### config.mk
export PLATFORM = sky130hd
export DESIGN_NAME = source_priority_failover_arbiter
export DESIGN_NICKNAME = d
export VERILOG_FILES = /design/src/sv/spfa_pkg.sv /design/src/sv/source_priority_failover_arbiter.sv /design/src/sv/spfa_ram.sv /design/src/sv/spfa_front.sv /design/src/sv/spfa_back.sv
export VERILOG_INCLUDE_DIRS = /design/src /design/src/sv
export SDC_FILE = /design/constraint.sdc
export NUM_CORES = 2
export LEC_CHECK = 0
export BUFFER_PORTS_ARGS = -buffer_cell sky130_fd_sc_hd__clkbuf_2
export CORE_UTILIZATION = 55
export DETAILED_ROUTE_END_ITERATION = 8
export GPL_ROUTABILITY_DRIVEN = 0
export PLACE_DENSITY = 0.73
export SYNTH_ARGS = -nofsm -noshare
export SYNTH_HDL_FRONTEND = slang
export SYNTH_SLANG_ARGS = --single-unit
### constraint.sdc
create_clock -name clock -period 21.5 [get_ports clock]
set_input_delay 2.15 -clock clock [delete_from_list [all_inputs] [get_ports clock]]
set_output_delay 2.15 -clock clock [all_outputs]
set_load 0.02 [all_outputs]
### src/sv/source_priority_failover_arbiter_assert.svh
// Assertion macros for the source priority failover arbiter.
`ifndef SOURCE_PRIORITY_FAILOVER_ARBITER_ASSERT_SVH
`define SOURCE_PRIORITY_FAILOVER_ARBITER_ASSERT_SVH
`ifndef SYNTHESIS
// same-cycle implication
`define SPFA_ASSERT_IMP(lbl, clk, rst, ante, cons) \
   lbl: assert property (@(posedge clk) disable iff (rst) (ante) |-> (cons)) \
      else $error("same-cycle check failed");
// next-cycle implication
`define SPFA_ASSERT_NXT(lbl, clk, rst, ante, cons) \
   lbl: assert property (@(posedge clk) disable iff (rst) (ante) |=> (cons)) \
      else $error("next-cycle check failed");
`else
`define SPFA_ASSERT_IMP(lbl, clk, rst, ante, cons)
`define SPFA_ASSERT_NXT(lbl, clk, rst, ante, cons)
`endif
`endif

### src/sv/spfa_pkg.sv
// Types and constants shared by the source priority failover arbiter.
package spfa_pkg;

   localparam int PRI_BITS  = 8;
   localparam int MASK_BITS = 5;

   localparam logic [7:0] WD_RESET   = 8'd5;
   localparam logic [7:0] PRI_MAX    = 8'd255;
   localparam logic [2:0] SAT_CAT    = 3'd4;
   localparam logic [7:0] GPS_TO_RST = 8'd5;
   localparam logic [7:0] SAT_TO_RST = 8'd5;
   localparam logic [4:0] FMASK_RST  = 5'd1;

   localparam logic CMD_OFFER = 1'b0;
   localparam logic CMD_TICK  = 1'b1;

   localparam logic [1:0] CSR_GPS_TIMEOUT   = 2'd0;
   localparam logic [1:0] CSR_SAT_TIMEOUT   = 2'd1;
   localparam logic [1:0] CSR_FAILOVER_MASK = 2'd2;

   typedef enum logic [2:0] {
      STAT_DROP_LOW     = 3'd0,
      STAT_RESTORED     = 3'd1,
      STAT_DEMOTE_SRC   = 3'd2,
      STAT_DEMOTE_IDENT = 3'd3,
      STAT_ACCEPT       = 3'd4,
      STAT_TABLE_FULL   = 3'd5,
      STAT_TICK         = 3'd6
   } status_type;

   typedef enum logic [1:0] {
      ST_IDLE,
      ST_SCAN,
      ST_FINISH
   } back_state_type;

   typedef struct packed {
      logic        cmd;
      logic [2:0]  category;
      logic [15:0] key_id;
      logic [15:0] source_id;
      logic [15:0] ident_id;
      logic        ident_present;
   } req_type;

   typedef struct packed {
      logic        accepted;
      status_type  status;
      logic [7:0]  key_priority;
      logic [7:0]  active_level;
      logic [4:0]  expired_mask;
      logic [4:0]  newly_expired_mask;
   } rsp_type;

   typedef struct packed {
      req_type req;
      logic    is_tick;
      logic    cat_ok;
   } job_type;

   typedef struct packed {
      logic [7:0] gps_timeout;
      logic [7:0] sat_timeout;
      logic [4:0] failover_mask;
   } cfg_type;

   typedef struct packed {
      logic [1:0] count;
   } front_stat_type;

   typedef struct packed {
      logic busy;
   } back_stat_type;

endpackage

### src/sv/source_priority_failover_arbiter.sv
// Source priority failover arbiter: register file, front queue and table-scanning back end.
// A message beat is compared against its category's key table, one entry a cycle through the
// single read port of the table RAM; a tick or a bad category skips the scan.
// The back end holds while a result is unread, and two beats queue in front.
// Synchronous active-high reset clears valid bits, levels, sources and loads watchdogs with 5.
module source_priority_failover_arbiter #(
   parameter int TABLE_ENTRIES = 16,
   parameter int CATEGORIES    = 5,
   parameter int ID_BITS       = 16
) (
   input  logic              clock,
   input  logic              reset,
   input  logic              req_push,
   output logic              req_full,
   input  spfa_pkg::req_type req_data,
   output logic              rsp_empty,
   input  logic              rsp_pop,
   output spfa_pkg::rsp_type rsp_data,
   input  logic              csr_valid,
   output logic              csr_ready,
   input  logic [1:0]        csr_index,
   input  logic [7:0]        csr_wdata
);
   import spfa_pkg::*;

   `include "source_priority_failover_arbiter_assert.svh"

   cfg_type        cfg_ff, cfg_in;
   logic           job_valid, job_pop;
   job_type        job_data;
   front_stat_type front_stat;
   back_stat_type  back_stat;

   assign csr_ready = 1'b1;

   always_comb begin
      cfg_in = cfg_ff;
      if (csr_valid) begin
         case (csr_index)
            CSR_GPS_TIMEOUT:   cfg_in.gps_timeout   = csr_wdata;
            CSR_SAT_TIMEOUT:   cfg_in.sat_timeout   = csr_wdata;
            CSR_FAILOVER_MASK: cfg_in.failover_mask = csr_wdata[4:0];
            default:           cfg_in = cfg_ff;
         endcase
      end
   end

   always_ff @(posedge clock) begin
      if (reset) begin
         cfg_ff.gps_timeout   <= GPS_TO_RST;
         cfg_ff.sat_timeout   <= SAT_TO_RST;
         cfg_ff.failover_mask <= FMASK_RST;
      end else begin
         cfg_ff <= cfg_in;
      end
   end

   spfa_front #(.CATEGORIES(CATEGORIES)) u_front (
      .clock     (clock),
      .reset     (reset),
      .req_push  (req_push),
      .req_full  (req_full),
      .req_data  (req_data),
      .job_valid (job_valid),
      .job_data  (job_data),
      .job_pop   (job_pop),
      .stat      (front_stat)
   );

   spfa_back #(
      .TABLE_ENTRIES (TABLE_ENTRIES),
      .CATEGORIES    (CATEGORIES),
      .ID_BITS       (ID_BITS)
   ) u_back (
      .clock     (clock),
      .reset     (reset),
      .cfg       (cfg_ff),
      .job_valid (job_valid),
      .job_data  (job_data),
      .job_pop   (job_pop),
      .rsp_empty (rsp_empty),
      .rsp_pop   (rsp_pop),
      .rsp_data  (rsp_data),
      .stat      (back_stat)
   );

   // the back end only works while the result register is free
   `SPFA_ASSERT_IMP(a_busy_out_free, clock, reset, back_stat.busy, rsp_empty)
   `SPFA_ASSERT_NXT(a_push_queued, clock, reset, req_push && !req_full, front_stat.count != 2'd0)
   `SPFA_ASSERT_IMP(a_tick_not_acc, clock, reset, !rsp_empty && rsp_data.status == STAT_TICK, !rsp_data.accepted)

endmodule

### src/sv/spfa_ram.sv
// Generic single-write, single-read RAM with registered read data.
module spfa_ram #(
   parameter int WIDTH = 8,
   parameter int DEPTH = 16
) (
   input  logic                     clock,
   input  logic                     we,
   input  logic [$clog2(DEPTH)-1:0] waddr,
   input  logic [WIDTH-1:0]         wdata,
   input  logic                     re,
   input  logic [$clog2(DEPTH)-1:0] raddr,
   output logic [WIDTH-1:0]         rdata
);

   logic [WIDTH-1:0] mem [DEPTH];

   always_ff @(posedge clock) begin
      if (we) begin
         mem[waddr] <= wdata;
      end
      if (re) begin
         rdata <= mem[raddr];
      end
   end

endmodule

### src/sv/spfa_front.sv
// Front end: accepts request beats, classifies them and queues them for the back end.
module spfa_front #(
   parameter int CATEGORIES = 5
) (
   input  logic                    clock,
   input  logic                    reset,
   input  logic                    req_push,
   output logic                    req_full,
   input  spfa_pkg::req_type       req_data,
   output logic                    job_valid,
   output spfa_pkg::job_type       job_data,
   input  logic                    job_pop,
   output spfa_pkg::front_stat_type stat
);
   import spfa_pkg::*;

   job_type    buf_ff [2];
   logic       wr_ptr_ff, wr_ptr_in;
   logic       rd_ptr_ff, rd_ptr_in;
   logic [1:0] count_ff, count_in;
   job_type    job_new;
   logic       do_push, do_pop;

   always_comb begin
      job_new.req     = req_data;
      job_new.is_tick = (req_data.cmd == CMD_TICK);
      job_new.cat_ok  = ({1'b0, req_data.category} < 4'(CATEGORIES));
   end

   assign req_full  = (count_ff == 2'd2);
   assign job_valid = (count_ff != 2'd0);
   assign job_data  = buf_ff[rd_ptr_ff];
   assign do_push   = req_push && !req_full;
   assign do_pop    = job_pop && job_valid;
   assign stat.count = count_ff;

   always_comb begin
      wr_ptr_in = do_push ? !wr_ptr_ff : wr_ptr_ff;
      rd_ptr_in = do_pop ? !rd_ptr_ff : rd_ptr_ff;
      count_in  = count_ff + 2'(do_push) - 2'(do_pop);
   end

   always_ff @(posedge clock) begin
      if (reset) begin
         wr_ptr_ff <= 1'b0;
         rd_ptr_ff <= 1'b0;
         count_ff  <= 2'd0;
      end else begin
         wr_ptr_ff <= wr_ptr_in;
         rd_ptr_ff <= rd_ptr_in;
         count_ff  <= count_in;
      end
   end

   always_ff @(posedge clock) begin
      if (do_push) begin
         buf_ff[wr_ptr_ff] <= job_new;
      end
   end

endmodule

### src/sv/spfa_back.sv
// Back end: scans the key table, updates arbitration state and watchdogs, holds the result.
module spfa_back #(
   parameter int TABLE_ENTRIES = 16,
   parameter int CATEGORIES    = 5,
   parameter int ID_BITS       = 16
) (
   input  logic                    clock,
   input  logic                    reset,
   input  spfa_pkg::cfg_type       cfg,
   input  logic                    job_valid,
   input  spfa_pkg::job_type       job_data,
   output logic                    job_pop,
   output logic                    rsp_empty,
   input  logic                    rsp_pop,
   output spfa_pkg::rsp_type       rsp_data,
   output spfa_pkg::back_stat_type stat
);
   import spfa_pkg::*;

   localparam int TOTAL = CATEGORIES * TABLE_ENTRIES;
   localparam int AW    = $clog2(TOTAL);
   localparam int IW    = $clog2(TABLE_ENTRIES);
   localparam int CW    = (CATEGORIES > 1) ? $clog2(CATEGORIES) : 1;
   localparam int RW    = ID_BITS + PRI_BITS;

   back_state_type state_ff, state_in;
   job_type        job_ff, job_in;
   logic [IW:0]    rd_idx_ff, rd_idx_in;
   logic           pend_ff, pend_in;
   logic [IW-1:0]  cmp_idx_ff, cmp_idx_in;
   logic           found_ff, found_in;
   logic [IW-1:0]  slot_ff, slot_in;
   logic [7:0]     slot_pri_ff, slot_pri_in;
   logic           free_found_ff, free_found_in;
   logic [IW-1:0]  free_ff, free_in;
   logic [7:0]     top_ff, top_in;

   logic [TOTAL-1:0] valid_ff, valid_in;
   logic [CATEGORIES-1:0][7:0]         level_ff, level_in;
   logic [CATEGORIES-1:0][ID_BITS-1:0] src_ff, src_in;
   logic [CATEGORIES-1:0]              srcv_ff, srcv_in;
   logic [CATEGORIES-1:0][ID_BITS-1:0] idn_ff, idn_in;
   logic [CATEGORIES-1:0]              idnv_ff, idnv_in;
   logic [CATEGORIES-1:0][7:0]         wd_ff, wd_in;
   logic [CATEGORIES-1:0]              exp_ff, exp_in;
   logic    out_valid_ff, out_valid_in;
   rsp_type out_ff, out_in;

   logic [CW-1:0]         cat_i;
   logic [AW-1:0]         base;
   logic [ID_BITS-1:0]    key_m, src_m, idn_m;
   logic [CATEGORIES-1:0] fmask;
   logic [CATEGORIES-1:0] newly;

   logic          ram_we, ram_re;
   logic [AW-1:0] ram_waddr, ram_raddr, cmp_addr;
   logic [RW-1:0] ram_wdata, ram_rdata;
   logic          ent_valid;
   logic [ID_BITS-1:0] ent_key;
   logic [7:0]    ent_pri;

   logic          have, ins, demote, accept;
   logic [IW-1:0] sl;
   logic [7:0]    p, lvl, dem, newp, reload_t;

   assign cat_i  = job_ff.req.category[CW-1:0];
   assign base   = AW'(job_ff.req.category * TABLE_ENTRIES);
   assign key_m  = ID_BITS'(job_ff.req.key_id);
   assign src_m  = ID_BITS'(job_ff.req.source_id);
   assign idn_m  = ID_BITS'(job_ff.req.ident_id);
   assign fmask  = CATEGORIES'(cfg.failover_mask);

   assign ram_raddr = base + AW'(rd_idx_ff[IW-1:0]);
   assign cmp_addr  = base + AW'(cmp_idx_ff);
   assign ent_valid = valid_ff[cmp_addr];
   assign ent_key   = ram_rdata[RW-1:PRI_BITS];
   assign ent_pri   = ram_rdata[PRI_BITS-1:0];

   spfa_ram #(.WIDTH(RW), .DEPTH(TOTAL)) u_table (
      .clock (clock),
      .we    (ram_we),
      .waddr (ram_waddr),
      .wdata (ram_wdata),
      .re    (ram_re),
      .raddr (ram_raddr),
      .rdata (ram_rdata)
   );

   // Decision terms for a message, from the finished scan
   always_comb begin
      have     = found_ff || free_found_ff;
      ins      = !found_ff && free_found_ff;
      sl       = found_ff ? slot_ff : free_ff;
      p        = found_ff ? slot_pri_ff : 8'd0;
      lvl      = level_ff[cat_i];
      dem      = (top_ff == PRI_MAX) ? PRI_MAX : top_ff + 8'd1;
      reload_t = (job_ff.req.category == SAT_CAT) ? cfg.sat_timeout : cfg.gps_timeout;
   end

   always_comb begin
      state_in      = state_ff;
      job_in        = job_ff;
      rd_idx_in     = rd_idx_ff;
      pend_in       = 1'b0;
      cmp_idx_in    = cmp_idx_ff;
      found_in      = found_ff;
      slot_in       = slot_ff;
      slot_pri_in   = slot_pri_ff;
      free_found_in = free_found_ff;
      free_in       = free_ff;
      top_in        = top_ff;
      valid_in      = valid_ff;
      level_in      = level_ff;
      src_in        = src_ff;
      srcv_in       = srcv_ff;
      idn_in        = idn_ff;
      idnv_in       = idnv_ff;
      wd_in         = wd_ff;
      exp_in        = exp_ff;
      out_valid_in  = out_valid_ff && !rsp_pop;
      out_in        = out_ff;
      newly         = '0;
      job_pop       = 1'b0;
      ram_re        = 1'b0;
      ram_we        = 1'b0;
      ram_waddr     = base + AW'(sl);
      demote        = 1'b0;
      accept        = 1'b0;
      newp          = p;
      ram_wdata     = {key_m, newp};

      case (state_ff)
         ST_IDLE: begin
            if (job_valid && !out_valid_ff) begin
               job_pop       = 1'b1;
               job_in        = job_data;
               rd_idx_in     = '0;
               found_in      = 1'b0;
               free_found_in = 1'b0;
               top_in        = 8'd0;
               state_in      = (job_data.is_tick || !job_data.cat_ok) ? ST_FINISH : ST_SCAN;
            end
         end
         ST_SCAN: begin
            // issue one read per cycle, compare the entry read the cycle before
            if (rd_idx_ff < (IW+1)'(TABLE_ENTRIES)) begin
               ram_re     = 1'b1;
               rd_idx_in  = rd_idx_ff + (IW+1)'(1);
               pend_in    = 1'b1;
               cmp_idx_in = rd_idx_ff[IW-1:0];
            end
            if (pend_ff) begin
               if (ent_valid) begin
                  if (ent_key == key_m && !found_ff) begin
                     found_in    = 1'b1;
                     slot_in     = cmp_idx_ff;
                     slot_pri_in = ent_pri;
                  end
                  if (ent_pri > top_ff) begin
                     top_in = ent_pri;
                  end
               end else if (!free_found_ff) begin
                  free_found_in = 1'b1;
                  free_in       = cmp_idx_ff;
               end
               if (cmp_idx_ff == IW'(TABLE_ENTRIES - 1)) begin
                  state_in = ST_FINISH;
               end
            end
         end
         ST_FINISH: begin
            out_in.accepted     = 1'b0;
            out_in.status       = STAT_DROP_LOW;
            out_in.key_priority = 8'd0;
            out_in.active_level = 8'd0;
            if (job_ff.is_tick) begin
               for (int c = 0; c < CATEGORIES; c++) begin
                  if (wd_ff[c] != 8'd0) begin
                     wd_in[c] = wd_ff[c] - 8'd1;
                     if (wd_ff[c] == 8'd1) begin
                        exp_in[c] = 1'b1;
                        newly[c]  = 1'b1;
                     end
                  end else begin
                     exp_in[c] = 1'b1;
                  end
                  if (exp_in[c] && fmask[c]) begin
                     level_in[c] = (level_ff[c] == PRI_MAX) ? PRI_MAX : level_ff[c] + 8'd1;
                     srcv_in[c]  = 1'b0;
                     idnv_in[c]  = 1'b0;
                  end
               end
               out_in.status = STAT_TICK;
               if (job_ff.cat_ok) begin
                  out_in.active_level = level_in[cat_i];
               end
            end else if (job_ff.cat_ok) begin
               if (!have) begin
                  out_in.status = STAT_TABLE_FULL;
               end else begin
                  if (p > lvl) begin
                     out_in.status = STAT_DROP_LOW;
                  end else if (p < lvl) begin
                     level_in[cat_i] = p;
                     accept          = 1'b1;
                     out_in.status   = STAT_RESTORED;
                  end else if (srcv_ff[cat_i] && src_ff[cat_i] != src_m) begin
                     demote        = 1'b1;
                     out_in.status = STAT_DEMOTE_SRC;
                  end else if (job_ff.req.ident_present && idnv_ff[cat_i]
                               && idn_ff[cat_i] != idn_m) begin
                     demote        = 1'b1;
                     out_in.status = STAT_DEMOTE_IDENT;
                  end else begin
                     accept        = 1'b1;
                     out_in.status = STAT_ACCEPT;
                  end
                  if (demote) begin
                     newp = dem;
                  end
                  ram_wdata = {key_m, newp};
                  if (ins || demote) begin
                     ram_we = 1'b1;
                  end
                  if (ins) begin
                     valid_in[ram_waddr] = 1'b1;
                  end
                  if (accept) begin
                     src_in[cat_i]  = src_m;
                     srcv_in[cat_i] = 1'b1;
                     idn_in[cat_i]  = job_ff.req.ident_present ? idn_m : '0;
                     idnv_in[cat_i] = job_ff.req.ident_present;
                     wd_in[cat_i]   = reload_t;
                     exp_in[cat_i]  = (reload_t == 8'd0);
                  end
                  out_in.accepted     = accept;
                  out_in.key_priority = newp;
               end
               out_in.active_level = level_in[cat_i];
            end
            out_in.expired_mask       = MASK_BITS'(exp_in);
            out_in.newly_expired_mask = MASK_BITS'(newly);
            out_valid_in = 1'b1;
            state_in     = ST_IDLE;
         end
         default: begin
            state_in = ST_IDLE;
         end
      endcase
   end

   always_ff @(posedge clock) begin
      if (reset) begin
         state_ff     <= ST_IDLE;
         pend_ff      <= 1'b0;
         out_valid_ff <= 1'b0;
         valid_ff     <= '0;
         level_ff     <= '0;
         src_ff       <= '0;
         srcv_ff      <= '0;
         idn_ff       <= '0;
         idnv_ff      <= '0;
         wd_ff        <= {CATEGORIES{WD_RESET}};
         exp_ff       <= '0;
      end else begin
         state_ff     <= state_in;
         pend_ff      <= pend_in;
         out_valid_ff <= out_valid_in;
         valid_ff     <= valid_in;
         level_ff     <= level_in;
         src_ff       <= src_in;
         srcv_ff      <= srcv_in;
         idn_ff       <= idn_in;
         idnv_ff      <= idnv_in;
         wd_ff        <= wd_in;
         exp_ff       <= exp_in;
      end
   end

   always_ff @(posedge clock) begin
      job_ff        <= job_in;
      rd_idx_ff     <= rd_idx_in;
      cmp_idx_ff    <= cmp_idx_in;
      found_ff      <= found_in;
      slot_ff       <= slot_in;
      slot_pri_ff   <= slot_pri_in;
      free_found_ff <= free_found_in;
      free_ff       <= free_in;
      top_ff        <= top_in;
      out_ff        <= out_in;
   end

   assign rsp_empty = !out_valid_ff;
   assign rsp_data  = out_ff;
   assign stat.busy = (state_ff != ST_IDLE);

endmodule

==> reports/metrics.csv <==
metric;value;unit
worst min-delay path class;reg -> reg;
top cell type's share of synthesized area;63.7;%
share of the clock period used by the worst path;35.4;%
vias per inst;6.55;
total half-perimeter wirelength after legalization and detailed placement;148;mm
Worst Setup Path Type;reg -> reg;
pin count of the biggest net entering global routing;256;
min setup slack post-route;13.89;ns
pre-CTS WS;14.23;ns
number of distinct library cells after synthesis;87;
most area-consuming cells after synthesis;edfxtp_1 (64%), mux4_2 (14%), dfxtp_1 (7.1%);
most frequent cells after synthesis;edfxtp_1 (2171), mux4_2 (651), nor2_1 (542);
sum of routed wire length over all layers;258;mm
Max-slew headroom;1.22;%
worst-margin pin slew;1.48;ns
sinks on the clock net;2536;
layout cell share with drive strength beyond 1;24.1;%
min cycle time layout;7.61;ns
Die Area;188000;µm²
count of yosys warnings during synthesis;0;
Power Density;133;nW/µm²
Critical Path RT;22.00;ns
Iter 0 DRT Violations;7164;
most common cell in the netlist;edfxtp_1;
Post-DRT Antenna Nets;0;
FF/Latch Area;72500;µm²
RSZ-0062 raised after global routing;no;
library cell used as clock root buffer;clkbuf_16;
Starting Density;55.3;%
type of destination of the critical path;flop;
status;complete, but fails checks;
number of storage elements in the synthesis netlist;2536;
maximum clock rate;0.131;GHz
Leak;36.5;nW
layout overhead on the synthesized area;11.9;%
wire length per cell after detailed routing;30.1;µm
net count after synthesis;5807;
via count;56200;
global router's overall resource usage;27.6;%
maximum fanout along the worst path;101;
multi-input logic area;28600;µm²
Synth area leader;edfxtp_1;
Core Box Area;185000;µm²
final design utilization;61.9;%
H-tree depth;5;
die width;434;µm
Residual DRC;0;
maximum resistive drop on vdd;0.191;mV
Filler Cell Count;12700;
final max-slew violation count;0;
Setup Fix Bufs, Post-CTS;0;
number of antenna violations at the first check in global routing;12;
portion of the post-synthesis area used by sequential elements;70.8;%
netlist area before placement;102000;µm²
post-cts resize count;0;
maximum clock skew at final layout;0.0777;ns
setup total negative slack;0;ns
Crit Reg-Reg Endpoint;u_back.u_table.mem[72][17]$_DFFE_PP_;
Worst EP arrival;8.10;ns
Mean Syn Cell Area;18.0;µm²
number of synthesized flops with an enable pin;2171;
Std-Cell Rows;158;
gate count of the mapped netlist;5700;
min-delay src;u_back.valid_ff[42]$_SDFFE_PP0P_;
kind of launch point of the worst setup path;flop;
final net count;6007;
worst reg2reg path startpoint;u_back.cat_i[0]$_DFFE_PP_;
overall overflow remaining after global route;0;
TritonCTS clock tree;done;
dominant synthesized flop cell;edfxtp_1;
endpoint of the worst hold-timing path;u_back.valid_ff[42]$_SDFFE_PP0P_;
worst skew pair latency;0.96;ns
final-report hold violation count;0;
Port Buffers;99;
Maximum Capacitance Violations;1;
detailed-router iteration count before antenna repair;8;
Synth async-reset ratio;0;%
setup slack of the most critical reg-to-reg path;13.89;ns
number of setup violations in the final report;0;
clock buffers created by TritonCTS;274;
number of buffers on the longest clock path;4;
top-level I/O count;101;
height of the chip;434;µm
Post-CTS Hold Fix Bufs;0;
clock-pin transition on the worst setup and hold timing paths;0.06;ns
number of instances on the worst hold path;2;
via count of the first global-routing pass;55500;
global-route wire length before repair;377;mm
violations in the final reports;capacitance limit;
number of cells on the worst reg-to-reg path;13;
==> flip-flops by register name, summed over array words and instances (netlist names), 21 cells and up, named ones only <==
register	count
u_back.u_table.mem	1920
u_back.u_table.rdata	24
u_back.rsp_data	30
cfg_ff	21
u_back.wd_ff	40
u_back.level_ff	40
u_back.src_ff	80
u_back.valid_ff	80
u_front.buf_ff	108
u_back.idn_ff	80
==> cell families (layout without fill, tap and decap cells) <==
logic type      after synthesis  after routing  share of synthesized area, %
compound gates              623            623                          4.05
flops                      2536           2536                          70.8
xor+xnor                     74             74                         0.633
buf+inv                     411            798                          1.68
other cells                   1              5                       0.00366
fa+ha+maj                    39             39                         0.476
mux                         975            975                          17.6
simple gates               1041           1041                          4.80
==> placed cells by master (no fill, tap or decap), drive strengths merged, types with 34 or more instances in the layout <==
cell type  instances
edfxtp          2171
nand2            160
mux2              77
nor3              54
o21ai             99
ha                39
nor2             544
inv               82
clkinv            90
nand3             58
and2              42
a21oi            206
buf              159
mux4             651
clkbuf           448
xnor2             41
mux2i            247
dfxtp            365
o22ai             34
==> per-layer routing <==
metal  routed length, µm  track usage (%)  up-vias
li1                    -                -    23400
met1               98600             37.7    28900
met2              124000             43.5     3242
met3               25000             6.07      604
met4               10900             11.2       10
met5                  69                0        -
==> layout make-up <==
type	count	share of cell area, %
flip-flops and latches	2536	63.2
multi-input cells	2753	24.9
clock buffers	350	6.47
well taps	2480	2.71
repair buffers	257	1.58
clock inverters	113	0.795
inverters	78	0.255
diodes	4	0.00873
==> worst max path at each step <==
stage | start | endpoint | slack [ns]
CTS | u_back.cat_i[0]$_DFFE_PP_ | u_back.u_table.mem[73][19]$_DFFE_PP_ | 14.11
detailed placement | u_back.cat_i[0]$_DFFE_PP_ | u_back.u_table.mem[73][19]$_DFFE_PP_ | 14.23
global route | u_back.cat_i[0]$_DFFE_PP_ | u_back.u_table.mem[72][17]$_DFFE_PP_ | 13.69
finish | u_back.cat_i[0]$_DFFE_PP_ | u_back.u_table.mem[72][17]$_DFFE_PP_ | 13.89
floorplan | u_back.cat_i[0]$_DFFE_PP_ | u_back.u_table.mem[0][0]$_DFFE_PP_ | 13.65
global placement | u_back.cat_i[0]$_DFFE_PP_ | u_back.u_table.mem[73][17]$_DFFE_PP_ | 14.39
==> worst max-delay path: stages, from the launching register on <==
cell,delay [ns]
edfxtp_1,0.33
buf_4,0.64
buf_12,0.49
mux4_2,0.58
nor2b_1,0.14
a31oi_1,0.19
ha_1,0.19
nand4_1,0.23
o21bai_1,0.28
and2_1,0.32
nor4_4,1.02
a31o_2,0.34
nand3b_1,0.82
nor2_2,1.41
==> report_power, final <==
part           switching (mW)  internal, mW
logic                    2.87          1.69
registers               0.199          5.99
clock network            1.85          2.60
==> through the flow <==
step	hold slack, ns	area (µm²)	std cells	power (mW)
after floorplan	0.424	102000	5700	9.09
after global placement	0.442	106000	8103	10.7
after detailed placement	0.448	106000	8103	10.8
after CTS	0.463	115000	8566	15.2
after global routing	0.480	115000	8569	15.6
final	0.460	115000	8571	15.2
No activity file was read; power rests on OpenSTA's default activity.
